==> src/rtl/touch_frame_deframer_press_counter_core_macros.svh <==
// ----------------------------------------------------------------------------
// Assertion macros for the touch frame deframer
// Shared concurrent check forms, clocked and disabled in reset.
// ----------------------------------------------------------------------------
`ifndef TOUCH_FRAME_DEFRAMER_PRESS_COUNTER_CORE_MACROS_SVH
`define TOUCH_FRAME_DEFRAMER_PRESS_COUNTER_CORE_MACROS_SVH

// same-cycle implication
`define TFD_ASSERT_NOW(label, clk, rst, ante, cons, msg) \
   label: assert property (@(posedge clk) disable iff (rst) (ante) |-> (cons)) \
      else $error(msg);

// next-cycle implication
`define TFD_ASSERT_NEXT(label, clk, rst, ante, cons, msg) \
   label: assert property (@(posedge clk) disable iff (rst) (ante) |=> (cons)) \
      else $error(msg);

`endif

==> src/rtl/tfd_pkg.sv <==
// ----------------------------------------------------------------------------
// tfd_pkg
// Types and fixed codes of the touch frame deframer.
// ----------------------------------------------------------------------------
package tfd_pkg;

   localparam logic [7:0] SYNC_BYTE       = 8'hFF;
   localparam logic [7:0] TOUCH_CMD       = 8'h01;
   localparam logic [7:0] TOUCH_LEN       = 8'h20;
   localparam logic [7:0] THRESHOLD_RESET = 8'd32;

   localparam logic [1:0] PH_CMD     = 2'd0;
   localparam logic [1:0] PH_LEN     = 2'd1;
   localparam logic [1:0] PH_PAYLOAD = 2'd2;
   localparam logic [1:0] PH_CHECK   = 2'd3;

   localparam logic KIND_ZONE  = 1'b0;
   localparam logic KIND_OTHER = 1'b1;

   typedef struct packed {
      logic [7:0] rx_byte;
   } req_payload_type;

   typedef struct packed {
      logic        result_kind;
      logic [4:0]  zone_index;
      logic [31:0] press_count;
      logic        zone_pressed;
      logic [7:0]  packet_cmd;
      logic [7:0]  packet_len;
      logic        last;
   } rsp_payload_type;

   // frame end event from the byte parser to the counter walker
   typedef struct packed {
      logic       done;
      logic       touch;
      logic [7:0] cmd;
      logic [7:0] len;
   } frame_end_type;

endpackage

==> src/rtl/tfd_chan_if.sv <==
// ----------------------------------------------------------------------------
// tfd_chan_if
// Valid/ready channel carrying one payload item per handshake.
// ----------------------------------------------------------------------------
interface tfd_chan_if
   import tfd_pkg::*;
#(
   parameter type payload_type = req_payload_type
) ();
   logic        valid;
   logic        ready;
   payload_type payload;

   modport source (output valid, output payload, input ready);
   modport sink   (input valid, input payload, output ready);
endinterface

==> src/rtl/tfd_ram.sv <==
// ----------------------------------------------------------------------------
// tfd_ram
// Simple dual-port RAM, one write and one registered read port.
// ----------------------------------------------------------------------------
module tfd_ram #(
   parameter int WIDTH = 32,
   parameter int DEPTH = 32,
   localparam int AW = (DEPTH > 1) ? $clog2(DEPTH) : 1
) (
   input  logic             clock,
   input  logic             wr_en,
   input  logic [AW-1:0]    wr_addr,
   input  logic [WIDTH-1:0] wr_data,
   input  logic             rd_en,
   input  logic [AW-1:0]    rd_addr,
   output logic [WIDTH-1:0] rd_data
);
   logic [WIDTH-1:0] mem [DEPTH];
   logic [WIDTH-1:0] rd_data_ff;

   always_ff @(posedge clock) begin
      if (wr_en) begin
         mem[wr_addr] <= wr_data;
      end
      if (rd_en) begin
         rd_data_ff <= mem[rd_addr];
      end
   end

   assign rd_data = rd_data_ff;
endmodule

==> src/rtl/tfd_deframer.sv <==
// ----------------------------------------------------------------------------
// tfd_deframer
// Byte parser: sync hunt, command, length, payload verdicts, checksum.
// ----------------------------------------------------------------------------
`include "touch_frame_deframer_press_counter_core_macros.svh"

module tfd_deframer
   import tfd_pkg::*;
#(
   parameter int NUM_ZONES = 32,
   localparam int ZIW = (NUM_ZONES > 1) ? $clog2(NUM_ZONES) : 1
) (
   input  logic                 clock,
   input  logic                 reset,
   input  logic                 accept,
   input  logic [7:0]           rx_byte,
   input  logic                 csr_wr_en,
   input  logic [7:0]           csr_wr_data,
   output frame_end_type        frame_end,
   output logic [NUM_ZONES-1:0] press_mask
);
   logic                 in_sync_ff, in_sync_in;
   logic [1:0]           phase_ff, phase_in;
   logic [7:0]           cmd_ff, cmd_in;
   logic [7:0]           len_ff, len_in;
   logic [7:0]           pos_ff, pos_in;
   logic [NUM_ZONES-1:0] mask_ff, mask_in;
   logic [7:0]           thr_ff;
   logic                 is_touch;
   logic [7:0]           bit_idx;

   assign is_touch = (cmd_ff == TOUCH_CMD) && (len_ff == TOUCH_LEN);
   // payload byte i maps to zone NUM_ZONES-1-i
   assign bit_idx  = 8'(NUM_ZONES - 1) - pos_ff;

   always_comb begin
      in_sync_in      = in_sync_ff;
      phase_in        = phase_ff;
      cmd_in          = cmd_ff;
      len_in          = len_ff;
      pos_in          = pos_ff;
      mask_in         = mask_ff;
      frame_end.done  = 1'b0;
      frame_end.touch = is_touch;
      frame_end.cmd   = cmd_ff;
      frame_end.len   = len_ff;
      if (accept) begin
         if (!in_sync_ff) begin
            if (rx_byte == SYNC_BYTE) begin
               in_sync_in = 1'b1;
               phase_in   = PH_CMD;
            end
         end else begin
            unique case (phase_ff)
               PH_CMD: begin
                  cmd_in   = rx_byte;
                  phase_in = PH_LEN;
               end
               PH_LEN: begin
                  len_in   = rx_byte;
                  pos_in   = 8'd0;
                  mask_in  = '0;
                  phase_in = (rx_byte == 8'd0) ? PH_CHECK : PH_PAYLOAD;
               end
               PH_PAYLOAD: begin
                  if (is_touch && (pos_ff < 8'(NUM_ZONES)) && (rx_byte >= thr_ff)) begin
                     mask_in[bit_idx[ZIW-1:0]] = 1'b1;
                  end
                  pos_in = pos_ff + 8'd1;
                  if (pos_in >= len_ff) begin
                     phase_in = PH_CHECK;
                  end
               end
               default: begin
                  // checksum byte: close the frame, drop back to hunting
                  in_sync_in     = 1'b0;
                  phase_in       = PH_CMD;
                  mask_in        = '0;
                  frame_end.done = 1'b1;
               end
            endcase
         end
      end
   end

   assign press_mask = mask_ff;

   always_ff @(posedge clock) begin
      if (reset) begin
         in_sync_ff <= 1'b0;
         phase_ff   <= PH_CMD;
         cmd_ff     <= 8'd0;
         len_ff     <= 8'd0;
         pos_ff     <= 8'd0;
         mask_ff    <= '0;
         thr_ff     <= THRESHOLD_RESET;
      end else begin
         in_sync_ff <= in_sync_in;
         phase_ff   <= phase_in;
         cmd_ff     <= cmd_in;
         len_ff     <= len_in;
         pos_ff     <= pos_in;
         mask_ff    <= mask_in;
         if (csr_wr_en) begin
            thr_ff <= csr_wr_data;
         end
      end
   end

   `TFD_ASSERT_NEXT(a_end_unsyncs, clock, reset, frame_end.done, !in_sync_ff, "sync kept after frame end")
   `TFD_ASSERT_NOW(a_hunt_phase, clock, reset, !in_sync_ff, phase_ff == PH_CMD, "phase moved while hunting")
   `TFD_ASSERT_NOW(a_payload_pos, clock, reset, in_sync_ff && (phase_ff == PH_PAYLOAD), pos_ff < len_ff, "payload position past length")
endmodule

==> src/rtl/tfd_walker.sv <==
// ----------------------------------------------------------------------------
// tfd_walker
// Walks the zone counter RAM at the end of a touch frame and drives the result register.
// ----------------------------------------------------------------------------
`include "touch_frame_deframer_press_counter_core_macros.svh"

module tfd_walker
   import tfd_pkg::*;
#(
   parameter int NUM_ZONES   = 32,
   parameter int COUNT_WIDTH = 32,
   localparam int ZIW = (NUM_ZONES > 1) ? $clog2(NUM_ZONES) : 1
) (
   input  logic                 clock,
   input  logic                 reset,
   input  frame_end_type        frame_end,
   input  logic [NUM_ZONES-1:0] press_mask,
   output logic                 ready,
   tfd_chan_if.source           rsp
);
   localparam logic W_IDLE = 1'b0;
   localparam logic W_RUN  = 1'b1;
   localparam logic [COUNT_WIDTH-1:0] CMAX = '1;
   localparam logic [ZIW-1:0] LAST_ZONE = ZIW'(NUM_ZONES - 1);

   logic                   state_ff, state_in;
   logic [ZIW-1:0]         zone_ff, zone_in;
   logic [NUM_ZONES-1:0]   mask_ff, mask_in;
   logic [7:0]             cmd_ff, cmd_in;
   logic [7:0]             len_ff, len_in;
   logic [NUM_ZONES-1:0]   valid_ff, valid_in;
   logic                   rd_valid_ff, rd_valid_in;
   logic                   rsp_valid_ff, rsp_valid_in;
   rsp_payload_type        rsp_data_ff, rsp_data_in;
   logic                   slot_free;
   logic                   rd_en, wr_en;
   logic [ZIW-1:0]         rd_addr;
   logic [COUNT_WIDTH-1:0] rd_data, cur_cnt, new_cnt;
   logic                   pressed;
   logic [63:0]            cnt_wide;
   logic [6:0]             zone_wide;

   tfd_ram #(
      .WIDTH (COUNT_WIDTH),
      .DEPTH (NUM_ZONES)
   ) u_cnt_ram (
      .clock   (clock),
      .wr_en   (wr_en),
      .wr_addr (zone_ff),
      .wr_data (new_cnt),
      .rd_en   (rd_en),
      .rd_addr (rd_addr),
      .rd_data (rd_data)
   );

   assign slot_free = !rsp_valid_ff || rsp.ready;
   assign ready     = (state_ff == W_IDLE) && slot_free;

   // never-written entries read as zero
   assign cur_cnt   = rd_valid_ff ? rd_data : '0;
   assign pressed   = mask_ff[zone_ff];
   assign new_cnt   = pressed ? ((cur_cnt == CMAX) ? cur_cnt : cur_cnt + COUNT_WIDTH'(1)) : '0;
   assign cnt_wide  = 64'(new_cnt);
   assign zone_wide = 7'(zone_ff);

   always_comb begin
      state_in     = state_ff;
      zone_in      = zone_ff;
      mask_in      = mask_ff;
      cmd_in       = cmd_ff;
      len_in       = len_ff;
      valid_in     = valid_ff;
      rd_valid_in  = rd_valid_ff;
      rsp_valid_in = rsp_valid_ff;
      rsp_data_in  = rsp_data_ff;
      rd_en        = 1'b0;
      rd_addr      = zone_ff;
      wr_en        = 1'b0;
      if (rsp.ready) begin
         rsp_valid_in = 1'b0;
      end
      unique case (state_ff)
         W_IDLE: begin
            if (frame_end.done) begin
               if (frame_end.touch) begin
                  mask_in  = press_mask;
                  cmd_in   = frame_end.cmd;
                  len_in   = frame_end.len;
                  zone_in  = '0;
                  rd_en    = 1'b1;
                  rd_addr  = '0;
                  state_in = W_RUN;
               end else begin
                  rsp_valid_in             = 1'b1;
                  rsp_data_in.result_kind  = KIND_OTHER;
                  rsp_data_in.zone_index   = 5'd0;
                  rsp_data_in.press_count  = 32'd0;
                  rsp_data_in.zone_pressed = 1'b0;
                  rsp_data_in.packet_cmd   = frame_end.cmd;
                  rsp_data_in.packet_len   = frame_end.len;
                  rsp_data_in.last         = 1'b1;
               end
            end
         end
         default: begin
            // update one zone per free result slot, prefetch the next one
            if (slot_free) begin
               wr_en                    = 1'b1;
               valid_in[zone_ff]        = 1'b1;
               rsp_valid_in             = 1'b1;
               rsp_data_in.result_kind  = KIND_ZONE;
               rsp_data_in.zone_index   = zone_wide[4:0];
               rsp_data_in.press_count  = cnt_wide[31:0];
               rsp_data_in.zone_pressed = pressed;
               rsp_data_in.packet_cmd   = cmd_ff;
               rsp_data_in.packet_len   = len_ff;
               rsp_data_in.last         = (zone_ff == LAST_ZONE);
               if (zone_ff == LAST_ZONE) begin
                  state_in = W_IDLE;
               end else begin
                  zone_in = zone_ff + ZIW'(1);
                  rd_en   = 1'b1;
                  rd_addr = zone_in;
               end
            end
         end
      endcase
      if (rd_en) begin
         rd_valid_in = valid_ff[rd_addr];
      end
   end

   assign rsp.valid   = rsp_valid_ff;
   assign rsp.payload = rsp_data_ff;

   always_ff @(posedge clock) begin
      if (reset) begin
         state_ff     <= W_IDLE;
         zone_ff      <= '0;
         valid_ff     <= '0;
         rsp_valid_ff <= 1'b0;
      end else begin
         state_ff     <= state_in;
         zone_ff      <= zone_in;
         valid_ff     <= valid_in;
         rsp_valid_ff <= rsp_valid_in;
      end
   end

   always_ff @(posedge clock) begin
      mask_ff     <= mask_in;
      cmd_ff      <= cmd_in;
      len_ff      <= len_in;
      rd_valid_ff <= rd_valid_in;
      rsp_data_ff <= rsp_data_in;
   end

   `TFD_ASSERT_NOW(a_start_idle, clock, reset, frame_end.done, (state_ff == W_IDLE) && slot_free, "frame end while walking or blocked")
   `TFD_ASSERT_NOW(a_write_in_run, clock, reset, wr_en, state_ff == W_RUN, "counter write outside walk")
   `TFD_ASSERT_NEXT(a_last_zone, clock, reset, (state_ff == W_RUN) && slot_free && (zone_ff == LAST_ZONE), (state_ff == W_IDLE) && rsp_valid_ff && rsp_data_ff.last, "walk did not end on last zone")
endmodule

==> src/rtl/touch_frame_deframer_press_counter_core.sv <==
// ----------------------------------------------------------------------------
// touch_frame_deframer_press_counter_core
// Serial frame deframer with per-zone touch press counters.
// ----------------------------------------------------------------------------
// req_if carries one received byte per item; rsp_if carries result items.
// csr_wr_en/csr_wr_data write the touch threshold (reset value 32).
// Bytes outside a frame are dropped until the sync byte 0xFF. A frame is
// command, length, payload, checksum; nothing is emitted before the
// checksum byte.
// A checksum byte of a touch frame (command 1, length 32) starts a walk
// over the counter RAM: zone 0 is read first, then one zone per cycle while
// the result slot is free, through its one read and one write port; NUM_ZONES
// results follow, zone 0 first, the last one flagged. Any other frame gives
// one result the cycle after its checksum byte. No byte is taken during a
// walk.
// Reset drops sync, restores the threshold and marks all counters zero at
// once through per-zone valid bits; no clearing pass is needed.
// A stalled receiver holds the result register and the walk pauses with it;
// bytes are taken again once the result slot is free.
// ----------------------------------------------------------------------------
module touch_frame_deframer_press_counter_core
   import tfd_pkg::*;
#(
   parameter int NUM_ZONES   = 32,
   parameter int COUNT_WIDTH = 32
) (
   input  logic       clock,
   input  logic       reset,
   tfd_chan_if.sink   req_if,
   tfd_chan_if.source rsp_if,
   input  logic       csr_wr_en,
   input  logic [7:0] csr_wr_data
);
   frame_end_type        frame_end;
   logic [NUM_ZONES-1:0] press_mask;
   logic                 walk_ready;
   logic                 accept;

   assign req_if.ready = walk_ready;
   assign accept       = req_if.valid && walk_ready;

   tfd_deframer #(
      .NUM_ZONES (NUM_ZONES)
   ) u_deframer (
      .clock       (clock),
      .reset       (reset),
      .accept      (accept),
      .rx_byte     (req_if.payload.rx_byte),
      .csr_wr_en   (csr_wr_en),
      .csr_wr_data (csr_wr_data),
      .frame_end   (frame_end),
      .press_mask  (press_mask)
   );

   tfd_walker #(
      .NUM_ZONES   (NUM_ZONES),
      .COUNT_WIDTH (COUNT_WIDTH)
   ) u_walker (
      .clock      (clock),
      .reset      (reset),
      .frame_end  (frame_end),
      .press_mask (press_mask),
      .ready      (walk_ready),
      .rsp        (rsp_if)
   );
endmodule

==> src/flat_wrapper.sv <==
// flat-port wrapper written by rule: the top's interface ports become plain ports
module touch_frame_deframer_press_counter_core_flat import tfd_pkg::*;
#(
   parameter int NUM_ZONES   = 32,
   parameter int COUNT_WIDTH = 32
)
  (clock, reset, csr_wr_en, csr_wr_data, req_if_valid, req_if_payload, req_if_ready, rsp_if_valid, rsp_if_payload, rsp_if_ready);
  tfd_chan_if #(.payload_type(req_payload_type)) req_if_i ();
  tfd_chan_if #(.payload_type(rsp_payload_type)) rsp_if_i ();
  input  logic clock;
  input  logic reset;
  input  logic csr_wr_en;
  input  logic [7:0] csr_wr_data;
  input wire logic [$bits(req_if_i.valid)-1:0] req_if_valid;
  input wire logic [$bits(req_if_i.payload)-1:0] req_if_payload;
  output wire logic [$bits(req_if_i.ready)-1:0] req_if_ready;
  output wire logic [$bits(rsp_if_i.valid)-1:0] rsp_if_valid;
  output wire logic [$bits(rsp_if_i.payload)-1:0] rsp_if_payload;
  input wire logic [$bits(rsp_if_i.ready)-1:0] rsp_if_ready;
  assign req_if_i.valid = req_if_valid;
  assign req_if_i.payload = req_if_payload;
  assign req_if_ready = req_if_i.ready;
  assign rsp_if_valid = rsp_if_i.valid;
  assign rsp_if_payload = rsp_if_i.payload;
  assign rsp_if_i.ready = rsp_if_ready;
  touch_frame_deframer_press_counter_core #(.NUM_ZONES(NUM_ZONES), .COUNT_WIDTH(COUNT_WIDTH)) u_core (.clock(clock), .reset(reset), .req_if(req_if_i), .rsp_if(rsp_if_i), .csr_wr_en(csr_wr_en), .csr_wr_data(csr_wr_data));
endmodule
==> config.mk <==
export PLATFORM = sky130hd
export DESIGN_NAME = touch_frame_deframer_press_counter_core_flat
export DESIGN_NICKNAME = d
export VERILOG_FILES = /design/src/rtl/tfd_pkg.sv /design/src/rtl/tfd_chan_if.sv /design/src/rtl/tfd_ram.sv /design/src/rtl/tfd_deframer.sv /design/src/rtl/tfd_walker.sv /design/src/rtl/touch_frame_deframer_press_counter_core.sv /design/src/flat_wrapper.sv
export VERILOG_INCLUDE_DIRS = /design/src /design/src/rtl
export SDC_FILE = /design/constraint.sdc
export NUM_CORES = 2
export LEC_CHECK = 0
export BUFFER_PORTS_ARGS = -buffer_cell sky130_fd_sc_hd__clkbuf_2
export CAP_MARGIN = 20
export CORE_ASPECT_RATIO = 0.75
export CORE_MARGIN = 1
export CORE_UTILIZATION = 55
export CTS_BUF_LIST = sky130_fd_sc_hd__clkbuf_16
export DETAILED_ROUTE_END_ITERATION = 12
export GPL_TIMING_DRIVEN = 0
export PLACE_DENSITY = 0.69
export SLEW_MARGIN = 20
export SYNTH_ARGS = -nofsm -noshare
export SYNTH_HDL_FRONTEND = slang
export SYNTH_SLANG_ARGS = --single-unit
export TNS_END_PERCENT = 1
==> constraint.sdc <==
create_clock -name clock -period 4.5 [get_ports clock]
set_clock_uncertainty 0.2 [all_clocks]
set_input_delay 0.45 -clock clock [delete_from_list [all_inputs] [get_ports clock]]
set_output_delay 0.45 -clock clock [all_outputs]
set_load 0.005 [all_outputs]
==> reports/qor.csv <==
metric,value,unit
overflow,0,
power.total,22.4,mW
path_max_fanout,10,
start_util,56.1,%
syn_nets,3487,
drtAntennaViolNets,0,
fin_area,0.0585,mm^2
portBuffers,76,
period_needed,4.69,ns
dpl-instance-area,0.0543,mm^2
fin_crit_sh,104,%
synth_area_leaders,"edfxtp_1 69%, dfxtp_1 4.2%, nand2_1 3.2%",
worstSetupEndpointType,flip-flop,
ys_seq_area_share,73.0,%
critical_path.max_stage_delay,0.76,ns
holdWs,0.0733,ns
postSynthCellCount,3436,
synth_flop_cell,edfxtp_1,
synth-seq-cells,1267,
ctsRootBufferMaster,clkbuf_16,
cap_violations,0,
final_common_cell,edfxtp_1,
grt_pass1_wl,214000,um
synth_area,0.0506,mm^2
synthArstFlopShare,0,%
avgSynthCellArea,14.7,um^2
drtIter0Drc,5504,
place.gp.congestion,0.980,
fin_util,64.8,%
core_area,0.0903,mm^2
placementRows,95,
crit_type,flip-flop to flip-flop,
clk_path_buf_depth,3,
avgViaCountPerCell,6.53,
antenna_found_initial,7,
grt_pass1_vias,30475,
num_vias,32742,
leakage,22.1,nW
wl_per_cell,30.1,um
hold_path_class,primary input to flip-flop,
synth-edff-count,1161,
clk_pin_slew,0.07,ns
die_y,265,um
hpwl,106000,um
crit_slowest_cell,clkbuf_1,
grt_start_max_net_pins,46,
cts_num_sinks,1267,
fin_ws,-0.190,ns
nNetsFinal,3758,
yosysWarnings,0,
grt_usage,32.0,%
hold_viol_final,0,
synth_cell_types,88,
fmax,0.213,GHz
slew-limit-headroom,26.0,%
cts_made_buffers,115,
clock_latency,0.70,ns
ir_drop,0.000357,V
slew_viol_final,0,
drive_above_1_share,18.1,%
final_cell_mix,"1,161 x edfxtp_1, 422 x nand2_1, 150 x nor2_1",
detail_route.wirelength,151000,um
htreeDepth,3,
rsz0062_at_grt,yes,
drtPass1Iterations,8,
setup.worst_path.start_class,flip-flop,
syn2layout_area_growth,15.6,%
dpl_worst_slack,-0.594,ns
worst_ep_arrival_time,4.91,ns
ios,79,
violations,negative setup slack,
die_area,0.0933,mm^2
setup_viol,17,
status,finished with violations,
critical_path_buf_inv_count,2,
drc,0,
critical_path.cell_chain,ha_1 -> nand4_2 -> nand4_1 -> a22oi_2 -> buf_4 -> clkbuf_1 -> a221oi_1 -> a211oi_2 -> a22oi_1,
crit_required,4.72,ns
cts_tree,yes,
worstMarginPinSlew,1.11,ns
die_w,352,um
power_density,383,mW/mm^2
synth_top_area_share,68.8,%
yosysTopAreaCell,edfxtp_1,
path_delay_family,compound AO/OA/AOI/OAI gates,
Yosys cell counts (14+ instances only):
| library cell | n |
|---|---|
| o22ai_1 | 90 |
| edfxtp_1 | 1161 |
| a2111oi_0 | 21 |
| and3_1 | 59 |
| nand2_1 | 425 |
| o211ai_1 | 21 |
| and2_1 | 14 |
| a31oi_1 | 30 |
| a211oi_1 | 69 |
| nor4_1 | 28 |
| mux2i_1 | 124 |
| a2bb2oi_1 | 22 |
| buf_2 | 87 |
| o21ai_0 | 99 |
| a221oi_1 | 73 |
| buf_4 | 15 |
| mux2_2 | 88 |
| clkbuf_1 | 103 |
| nor3_1 | 42 |
| dfxtp_1 | 106 |
| a21oi_1 | 77 |
| o221ai_1 | 20 |
| nor2_1 | 214 |
| a211o_1 | 20 |
| ha_1 | 30 |
| nand3_1 | 80 |
| inv_1 | 48 |
| xnor2_1 | 28 |
worst min-delay path: stages:
cell,delay [ns]
clkbuf_1,0.26
nand2_1,0.14
o211ai_1,0.07
state kept, by name, summed over array words and instances (netlist names):
name                               cells
u_core.u_deframer.cmd_ff               8
u_core.u_deframer.in_sync_ff           1
u_core.u_deframer.len_ff               8
u_core.u_deframer.phase_ff             2
u_core.u_deframer.pos_ff               8
u_core.u_deframer.press_mask          32
u_core.u_deframer.thr_ff               8
u_core.u_walker.cmd_ff                 8
u_core.u_walker.len_ff                 8
u_core.u_walker.mask_ff               32
u_core.u_walker.rd_valid_ff            1
u_core.u_walker.rsp.payload           56
u_core.u_walker.rsp.valid              1
u_core.u_walker.state_ff               1
u_core.u_walker.u_cnt_ram.mem       1024
u_core.u_walker.u_cnt_ram.rd_data     32
u_core.u_walker.valid_ff              32
u_core.u_walker.zone_ff                5
metrics by stage:
stage | setup TNS [ns] | cells
2_1_floorplan | 0 | 3436
3_3_place_gp | -674.85 | 4724
3_5_place_dp | -8.19 | 4782
4_1_cts | -0.515 | 5010
5_1_grt | -2.02 | 5014
6_report | -1.17 | 5016
cell type report:
| class | instances | area, um^2 |
|---|---|---|
| flip-flops and latches | 1267 | 37000 |
| fillers | 6406 | 31800 |
| multi-input cells | 1891 | 13100 |
| clock buffers | 116 | 2900 |
| repair buffers | 154 | 1870 |
| well taps | 1212 | 1520 |
| plain buffers | 228 | 1150 |
| clock inverters | 96 | 762 |
| inverters | 50 | 190 |
| diodes | 2 | 5.00 |
where the power goes:
group	leakage, nW	internal, mW	switching, mW
logic	5.97	0.0320	0.0635
clock network	1.89	5.35	4.30
registers	14.2	12.6	0.00227
total	22.1	18.0	4.36
logic make-up after synthesis:
family	synth area share, %
xor gates and xnor gates	0.623
and+or+nand+nor	8.47
AOI/OAI and AO/OA	9.29
buffers and inverters	2.60
muxes	5.25
DFF	73.0
adders and majority gates	0.741
what timing repair did:
action	4_1_cts	5_1_grt
setup endpoints to repair	30	30
buffers inserted	0	2
pin swaps	0	3
hold buffers	16	0
cloned	0	0
hold endpoints to repair	24	0
gates resized for setup	32	38
worst paths after layout:
path | startpoint | endpoint | slack [ns] | cells past startpoint
setup / recovery | u_core.u_walker.zone_ff[0] | u_core.u_walker.u_cnt_ram.rd_data[2] | -0.19 | 9
hold / removal | csr_wr_en | u_core.u_deframer.thr_ff[5] | 0.07 | 3
setup reg to reg | u_core.u_walker.zone_ff[0] | u_core.u_walker.u_cnt_ram.rd_data[2] | -0.19 | 9
hold reg to reg | u_core.u_deframer.press_mask[31] | u_core.u_walker.mask_ff[31] | 0.22 | 0
metal layers:
metal / part of all wire [%] / routed length [um] / up-vias / GRT usage, %
li1: - / - / 13838 / -
met1: 40 / 60600 / 16339 / 47.5
met2: 41 / 61900 / 2265 / 43.7
met3: 16 / 24100 / 292 / 12.0
met4: 2.9 / 4350 / 8 / 9.74
met5: 0.032 / 49 / - / 0
(Power assumes the default switching activity.)
